File: src/hdl/tmff_pkg.sv
// ----------------------------------------------------------------------------
// tmff_pkg
// Shared constants for the temporal max frame filter: pixel width, default
// sizes, reset values of the registers, operation and register codes.
// ----------------------------------------------------------------------------
`default_nettype none

package tmff_pkg;

  localparam int PIX_W           = 8;
  localparam int FRAME_SLOTS_DEF = 16;
  localparam int MAX_BYTES_DEF   = 1048576;

  localparam int FRAMES_W = 5;
  localparam int BYTES_W  = 21;
  localparam int CFG_AW   = 3;
  localparam int CFG_DW   = 32;

  localparam logic [FRAMES_W-1:0] RESET_FRAMES      = 5'd15;
  localparam logic [BYTES_W-1:0]  RESET_FRAME_BYTES = 21'd460800;

  // in_tuser codes
  localparam logic OP_PUSH  = 1'b0;
  localparam logic OP_CLEAR = 1'b1;

  // register select, taken from the word address bit of paddr
  localparam logic REG_FRAMES = 1'b0;
  localparam logic REG_BYTES  = 1'b1;

endpackage

`default_nettype wire

File: src/hdl/tmff_reduce.sv
// ----------------------------------------------------------------------------
// tmff_reduce
// Masked maximum over the byte lanes of one row. Groups of four lanes are
// reduced and registered, then the group maxima and the new byte are merged.
// ----------------------------------------------------------------------------
`default_nettype none

module tmff_reduce #(
  parameter int SLOTS = 16
) (
  input  wire                              clk,
  input  wire                              en,
  input  wire  [SLOTS*tmff_pkg::PIX_W-1:0] row,
  input  wire  [SLOTS-1:0]                 mask,
  input  wire  [tmff_pkg::PIX_W-1:0]       new_byte,
  output logic [tmff_pkg::PIX_W-1:0]       best
);
  import tmff_pkg::*;

  localparam int NGRP  = (SLOTS + 3) / 4;
  localparam int LANES = NGRP * 4;

  logic [LANES*PIX_W-1:0] row_pad;
  logic [LANES-1:0]       mask_pad;
  logic [PIX_W-1:0]       grp_nxt [NGRP];
  logic [PIX_W-1:0]       grp_r   [NGRP];

  assign row_pad  = {{((LANES - SLOTS)*PIX_W){1'b0}}, row};
  assign mask_pad = {{(LANES - SLOTS){1'b0}}, mask};

  always_comb begin
    for (int g = 0; g < NGRP; g++) begin
      grp_nxt[g] = '0;
      for (int k = 0; k < 4; k++) begin
        if (mask_pad[g*4+k] && (row_pad[(g*4+k)*PIX_W +: PIX_W] > grp_nxt[g])) begin
          grp_nxt[g] = row_pad[(g*4+k)*PIX_W +: PIX_W];
        end
      end
    end
  end

  always_ff @(posedge clk) begin
    if (en) begin
      for (int g = 0; g < NGRP; g++) begin
        grp_r[g] <= grp_nxt[g];
      end
    end
  end

  always_comb begin
    best = new_byte;
    for (int g = 0; g < NGRP; g++) begin
      if (grp_r[g] > best) begin
        best = grp_r[g];
      end
    end
  end

endmodule

`default_nettype wire

File: config.mk
export PLATFORM = sky130hd
export DESIGN_NAME = tmff_reduce
export DESIGN_NICKNAME = d
export VERILOG_FILES = /design/src/hdl/tmff_pkg.sv /design/src/hdl/tmff_reduce.sv
export SDC_FILE = /design/constraint.sdc
export NUM_CORES = 1
export LEC_CHECK = 0
export ABC_CLOCK_PERIOD_IN_PS = 20500
export BUFFER_PORTS_ARGS = -buffer_cell sky130_fd_sc_hd__clkbuf_2
export CORE_MARGIN = 2
export CORE_UTILIZATION = 35
export DETAILED_ROUTE_END_ITERATION = 7
export HOLD_SLACK_MARGIN = 0.1
export SYNTH_ARGS = -nofsm -noshare
export SYNTH_HDL_FRONTEND = slang
export SYNTH_SLANG_ARGS = --single-unit
File: constraint.sdc
create_clock -name clk -period 20.5 [get_ports clk]
set_clock_uncertainty 0.15 [all_clocks]
set_input_delay 6.15 -clock clk [delete_from_list [all_inputs] [get_ports clk]]
set_output_delay 6.15 -clock clk [all_outputs]
set_load 0.005 [all_outputs]
==> results summary, run 1 <==
The flow ran to the end, and the final reports show no timing, DRC or antenna violations. The critical path data arrival time came out at 13410 ps. The distinct cell type count of the synthesized netlist came out at 54. The highest metal layer carrying signal wires in the routed design is met4. The worst-margin pin slew came out at approximately 840 ps.

Summed over all nets, wire length on met2 after detailed routing comes to 6120 µm. Data on the critical path is required at its endpoint by between 10000 and 15000 ps. The cell count after synthesis came out at 702.

The number of placed instances with taps included came out at between 1000 and 1500. Summed over its instances, the top area cell type makes up between 20% and 30% of the synthesized netlist area. The number of setup buffers added after CTS came out at 0.

Setup violations remaining at the end of the flow were counted as 0. The clock net in this run drives a total of 32 sinks. The global router's overall resource usage came out at between 10% and 20%. Leaving out fill and tap cells, the most frequent cells in the layout are 161 x sky130_fd_sc_hd__clkbuf_2, 126 x sky130_fd_sc_hd__ha_1, 86 x sky130_fd_sc_hd__inv_1. The filler cell count in the final layout is approximately 1700.

The peak clock frequency supported by timing came out at 0.0507 GHz. The synthesis-to-finish area growth is 19.2%. The tool flagged a number of max-cap violations equal to 0.

The final count of pins violating max slew came out at 0. The relative max-transition margin is 44.2%. The highest cell delay on the worst timing path is roughly 460 ps.

The number of antenna violations at the first check in global routing was 0. The post-layout minimum cycle time is approximately 20000 ps. In this run the most critical hold path is launched from row[25]. The via count of the first global-routing pass was between 5000 and 6000. The cell family contributing the most delay on the critical path is compound AO/OA/AOI/OAI gates.

The post-synthesis sequential element count came out at 32. The clock transition at the register clock pins on the worst setup and hold paths after CTS is ~50 ps. The worst hold path endpoint is grp_r[0][1]$_DFFE_PP_. The y dimension of the die came out at 133 µm.

The tree is rooted in a sky130_fd_sc_hd__clkbuf_16. TritonCTS built the clock tree. After the flow finishes, the layout carries non-filler instances totaling 1069. The synthesized area divided by synthesized cell count came out at around 8.4 µm². The final number of hold-violating endpoints came out at 0. Entering global routing, the biggest net connects 33 pins.

Along the worst hold path, the cell count comes to 3. The sum of negative setup slack is 0 ps. The first detailed-routing pass ran for 4 iterations. The placeable core area came out at about 16000 µm².

The most common library cell in the layout ignoring fill and taps is sky130_fd_sc_hd__clkbuf_2. The length of routed wiring on met1 came out at 6480 µm. Sequential cells were found to cover about 16% of the synthesized design area. The first routing iteration left around 200 violations.

The most frequent cell on the critical path is sky130_fd_sc_hd__ha_1. The largest registers in the layout are grp_r x32. The power density over the cells is approximately 82 nW/µm².

The final core utilization is between 40 and 50%. By area the synthesized netlist is led by sky130_fd_sc_hd__ha_1 27%, sky130_fd_sc_hd__edfxtp_1 16%, sky130_fd_sc_hd__mux2i_1 11%, sky130_fd_sc_hd__inv_1 5.5%, sky130_fd_sc_hd__nand2_1 4.5%. In the synthesized netlist the async set-or-reset flop fraction comes to 0%. The total of buffers placed on input and output ports is 161. The met3 routed wirelength came out at 872 µm. about 160 I/O pins were placed.

Summed over all layers, the routed wires come to ~14000 µm. Setup repair after global routing left no endpoint under its margin. The first global-routing pass estimated 23200 µm of wire. The fraction of layout cells with a size suffix above 1 came out at 22.7%. Ranked by flip-flop count, first place goes to grp_r. The category of the most critical setup path is in2out. After global routing the overflow that remains totals 0. The summed instance area of the synthesized netlist came out at 5860 µm². Once the floorplan was initialized, standard cells occupied roughly 36% of the core. The final layout net count came out at ~1100. The number of flip-flops in the largest register came out at 32. The min-delay analysis places its worst path in the category in2reg. Detailed placement finished with a half-perimeter wire length of 12200 µm.

STA classifies the critical path endpoint as a primary output. The synthesized design contains 32 enable-type register cells. The total number of vias came out at 5225. The predominant post-synthesis flop cell is sky130_fd_sc_hd__edfxtp_1. The depth of the CTS H-tree is 2. The placer's final routability congestion estimate came out at 0.847.

The maximum net fanout on the critical path came out at 17. In the routed layout, each cell is associated on average with a via count of between 4 and 5. The slowest stage of the critical path belongs to the cell sky130_fd_sc_hd__and4_1. The number of rows created at floorplan came out at 47. STA classifies the critical path startpoint as a primary input. The DRC violation count after routing came out at 0. The worst-case IR drop observed on VDD is 53.3 µV. The net count after synthesis is 982. The number of buffers and inverters on the critical path is 3. The number of clock buffers inserted by TritonCTS is 5. The count of synthesis-stage warnings from yosys came out at 0. Dividing the final minimum period by the clock period gives 96.1%.

The die area came out at ~18000 µm². The die is between 100 and 150 µm wide. The largest total area in the synthesized netlist belongs to sky130_fd_sc_hd__ha_1. The maximum root-to-sink buffer count came out at 2.

The post-route antenna net violation count came out at 0. The antenna diode instance count is 0. Dividing the detail-routed wire length by the instance count gives roughly 13 µm.

The leakage power figure is approximately 3.6 nW.
through the flow:
| stage | area (µm²) | hold slack, ps | worst slack, ps | total power, mW |
|---|---|---|---|---|
| global route | 6990 | 6040 | 56.5 | 0.636 |
| detailed placement | 6850 | 6310 | 715 | 0.503 |
| finish | 6990 | 6030 | 790 | 0.570 |
| floorplan | 5860 | 6110 | 1750 | 0.393 |
| CTS | 6980 | 6030 | 685 | 0.574 |
| global placement | 6850 | 6300 | 900 | 0.501 |
worst max path at each step:
| stage | start | end | slack, ps | cells past startpoint |
|---|---|---|---|---|
| 6_report | new_byte[5] | best[2] | 790 | 35 |
| 3_3_place_gp | new_byte[5] | best[2] | 900 | 35 |
| 3_5_place_dp | new_byte[5] | best[2] | 720 | 35 |
| 2_1_floorplan | new_byte[5] | best[4] | 1750 | 36 |
| 5_1_grt | new_byte[5] | best[2] | 60 | 35 |
| 4_1_cts | new_byte[5] | best[2] | 690 | 35 |
cells in the mapped netlist (16+ instances only):
master and count:
sky130_fd_sc_hd__ha_1 126, sky130_fd_sc_hd__mux2i_1 62, sky130_fd_sc_hd__nand3_1 16, sky130_fd_sc_hd__inv_1 86, sky130_fd_sc_hd__nor2_1 16, sky130_fd_sc_hd__nor2b_1 20, sky130_fd_sc_hd__a21oi_1 32, sky130_fd_sc_hd__nand2_1 71
sky130_fd_sc_hd__edfxtp_1 32, sky130_fd_sc_hd__nand4_1 29, sky130_fd_sc_hd__o21ai_0 50, sky130_fd_sc_hd__a21o_1 26
per-layer routing:
metal	GRT usage [%]	vias up
li1	-	2856
met1	20.3	2258
met2	26.0	101
met3	3.81	10
met4	2.78	0
met5	0	-
report_power, final:
part | switching, mW | internal (mW)
clock | 0.0244 | 0.0433
combinational | 0.226 | 0.182
sequential | 0.00765 | 0.0867
total | 0.258 | 0.312
cells by family after synthesis:
family,synth area share (%)
buffers and inverters,7.13
adder cells (fa/ha/maj),26.9
multiplexers,13.1
AND/OR/NAND/NOR,16.7
flip-flops,16.4
AO/OA/AOI/OAI,19.7
timing repair:
action                                  CTS  global route
hold buffers                              0             0
resized for setup                         0             1
endpoints found under the setup margin    0             1
layout make-up:
cell class | instances | area, µm² | share of cell area, %
tap | 220 | 275 | 3.94
timing repair buffer | 161 | 806 | 11.5
clock buffer | 5 | 125 | 1.79
inverter | 86 | 323 | 4.62
sequential | 32 | 961 | 13.8
multi-input combinational | 563 | 4490 | 64.2
clock inverter | 2 | 7.51 | 0.107
Power figures use the tool's default switching activity.
==> run 2, diff against run 1 <==
- CORE_MARGIN: 2 -> default
- SLEW_MARGIN: default -> 20
==> run 2 against run 1 <==
Total power down 0.62%. Core utilization up 0.86 points. Sequential cell count unchanged. Setup slack lost 75 ps.
==> results summary, run 2 (same netlist as run 1, synthesis figures left out) <==
The depth of the CTS H-tree is 2 (unchanged). The final design area excluding fillers came out at 6980 µm² (-0.14%). The post-layout minimum cycle time is 19780 ps (+75.2 ps). The total of buffers placed on input and output ports is 161 (unchanged).

The y dimension of the die is 131 µm (-1.5%). The maximum resistive drop on vdd came out at 58.2 µV (+9.1%). The overall routed net length is 13600 µm (+0.11%).

Setup repair after global routing left no endpoint under its margin. The worst-case setup slack after placement came to 721 ps (+5.70 ps). The cell area after placement came out at 6840 µm² (about the same). The post-route antenna net violation count is 0 (unchanged). The global route total overflow is 0 (unchanged). The worst-margin pin slew is 813 ps (-24.8 ps).

The effective utilization at floorplan came out at 36.4% (+0.77 points). The violation count after the first detailed-routing iteration is 169 (-16%). The maximum net fanout on the critical path is 17 (unchanged). The critical path is of the in2out type. The routed wirelength normalized by instance count came out at 12.8 µm (+0.49%). The worst hold path begins at row[123]. The number of setup buffers added after CTS came out at 0 (unchanged). STA classifies the critical path endpoint as a primary output. The placer's final routability congestion estimate is 0.824 (-2.7%).

The synthesis-to-finish area growth came out at 19.0%. The chip width is 131 µm (-1.5%). The final count of pins violating max slew is 0 (unchanged). The highest cell delay on the worst timing path came to 490 ps (+30 ps).

The kind of path behind the tightest hold check is in2reg. The power density over the cells came out at 81.2 nW/µm² (-0.47%). The HPWL after detailed placement is 12300 µm (+0.73%). The final number of setup-violating endpoints is 0 (unchanged).

The run finished with clean final reports. The number of clock sinks was 32 (unchanged). The non-filler instance count after layout came out at 1065 (-0.37%). The final clock period utilization by the worst path came to 96.5% (+0.37 points).

The post-layout total power came to 0.567 mW (-0.62%). The boundary pin count is 162 (unchanged). The clock transition at the register clock pins on the worst setup and hold paths after CTS is 50 ps (about the same). The number of gates resized after cts came out at 0 (unchanged). The final number of hold-violating endpoints came out at 0 (unchanged).

The wire length of the first global-routing pass was 23000 µm (-0.71%). Broken down by cell family, the worst path's largest delay share belongs to compound AO/OA/AOI/OAI gates. The final hold slack was 6030 ps (+0.920 ps). The total number of vias came out at 5220 (-0.096%). The number of vias per cell after detailed routing is 4.90 (+0.28%).

The critical path data arrival time came to 13480 ps (+70 ps). The final layout net count came out at 1129 (unchanged). The logic depth of the worst path, buffers included is 35 (unchanged). The hold buffer count at cts came out at 0 (unchanged). The via count of the first global-routing pass came to 5096 (-1.6%). The leakage power figure is 3.58 nW (about the same). In the final layout, the registers with the most flip-flops are grp_r x32.

The number of clock buffers inserted by TritonCTS came out at 5 (unchanged). The maximum root-to-sink buffer count is 2 (unchanged). The DRC violation count after routing came out at 0 (unchanged). The worst hold path terminates at grp_r[3][3]$_DFFE_PP_. The register with the most flip-flops in the final layout is grp_r. The library cells used most frequently in the layout, excluding fill and tap cells, are 161 x sky130_fd_sc_hd__clkbuf_2, 126 x sky130_fd_sc_hd__ha_1, 86 x sky130_fd_sc_hd__inv_1.

The first-pass iteration count of the detailed router came out at 4 (unchanged). The number of placed instances with taps included was 1058 (-0.38%). The TritonCTS clock tree is built.

The number of flip-flops in the largest register was 32 (unchanged). The number of rows created at floorplan is 46 (-2.1%). The relative max-transition margin came out at 45.8% (+1.7 points). Leaving out fill and tap cells, the most frequent cell in the layout is sky130_fd_sc_hd__clkbuf_2.

The max-capacitance violation count came to 0 (unchanged). The global router's overall resource usage is 15.9% (+0.47 points). The largest individual stage delay along the critical path comes from the cell sky130_fd_sc_hd__a211oi_1. The total buffers and inverters traversed by the critical path is 3 (unchanged).

The antenna diode instance count came to 0 (unchanged). The number of antenna violations at the first check in global routing came to 0 (unchanged). The critical path data required time was 14200 ps (about the same). The die area came out at 17300 µm² (-3.0%).

The peak clock frequency supported by timing was 0.0505 GHz (-0.38%). The worst setup path is launched from a primary input. The final core utilization is 43.3% (+0.86 points). In this design, the critical path's most frequently occurring cell is sky130_fd_sc_hd__ha_1. The maximum number of pins on one net before global-route repair came to 33 (unchanged). The tree is rooted in a sky130_fd_sc_hd__clkbuf_16. The placeable core area is 16100 µm² (-2.1%). The post-route worst setup slack came out at 715 ps (-75.2 ps). The sum of negative setup slack came out at 0 ps (unchanged). The fraction of layout cells with a size suffix above 1 was 22.6% (-0.12 points). The number of cells on the worst hold path came out at 3 (unchanged).
-- run 2: cell type report --
type / count / area, µm²
multi-input combinational: 563 / 4480
inverter: 86 / 323
timing repair buffer: 161 / 806
clock buffer: 5 / 125
fill: 1698 / 9140
clock inverter: 2 / 7.51
tap: 216 / 270
sequential: 32 / 961
-- run 2: how the worst max path moves through the flow --
stage,startpoint,to
global route,new_byte[5],best[2]
global placement,new_byte[5],best[2]
finish,new_byte[5],best[2]
CTS,new_byte[5],best[2]
floorplan,new_byte[5],best[4]
detailed placement,new_byte[5],best[2]
-- run 2: metal layers --
| metal | up-vias | wire, µm | track usage (%) |
|---|---|---|---|
| met5 | - | 0 | 0 |
| met4 | 0 | 57 | 2.13 |
| met3 | 5 | 829 | 3.78 |
| met2 | 102 | 6040 | 26.4 |
| met1 | 2252 | 6700 | 21.3 |
| li1 | 2861 | - | - |
-- run 2: power by group --
group          internal, mW  total (mW)  leakage, nW  switching, mW
sequential           0.0867      0.0943        0.311        0.00752
clock                0.0433      0.0673       0.0648         0.0240
combinational         0.181       0.405         3.21          0.224
total                 0.311       0.567         3.58          0.255
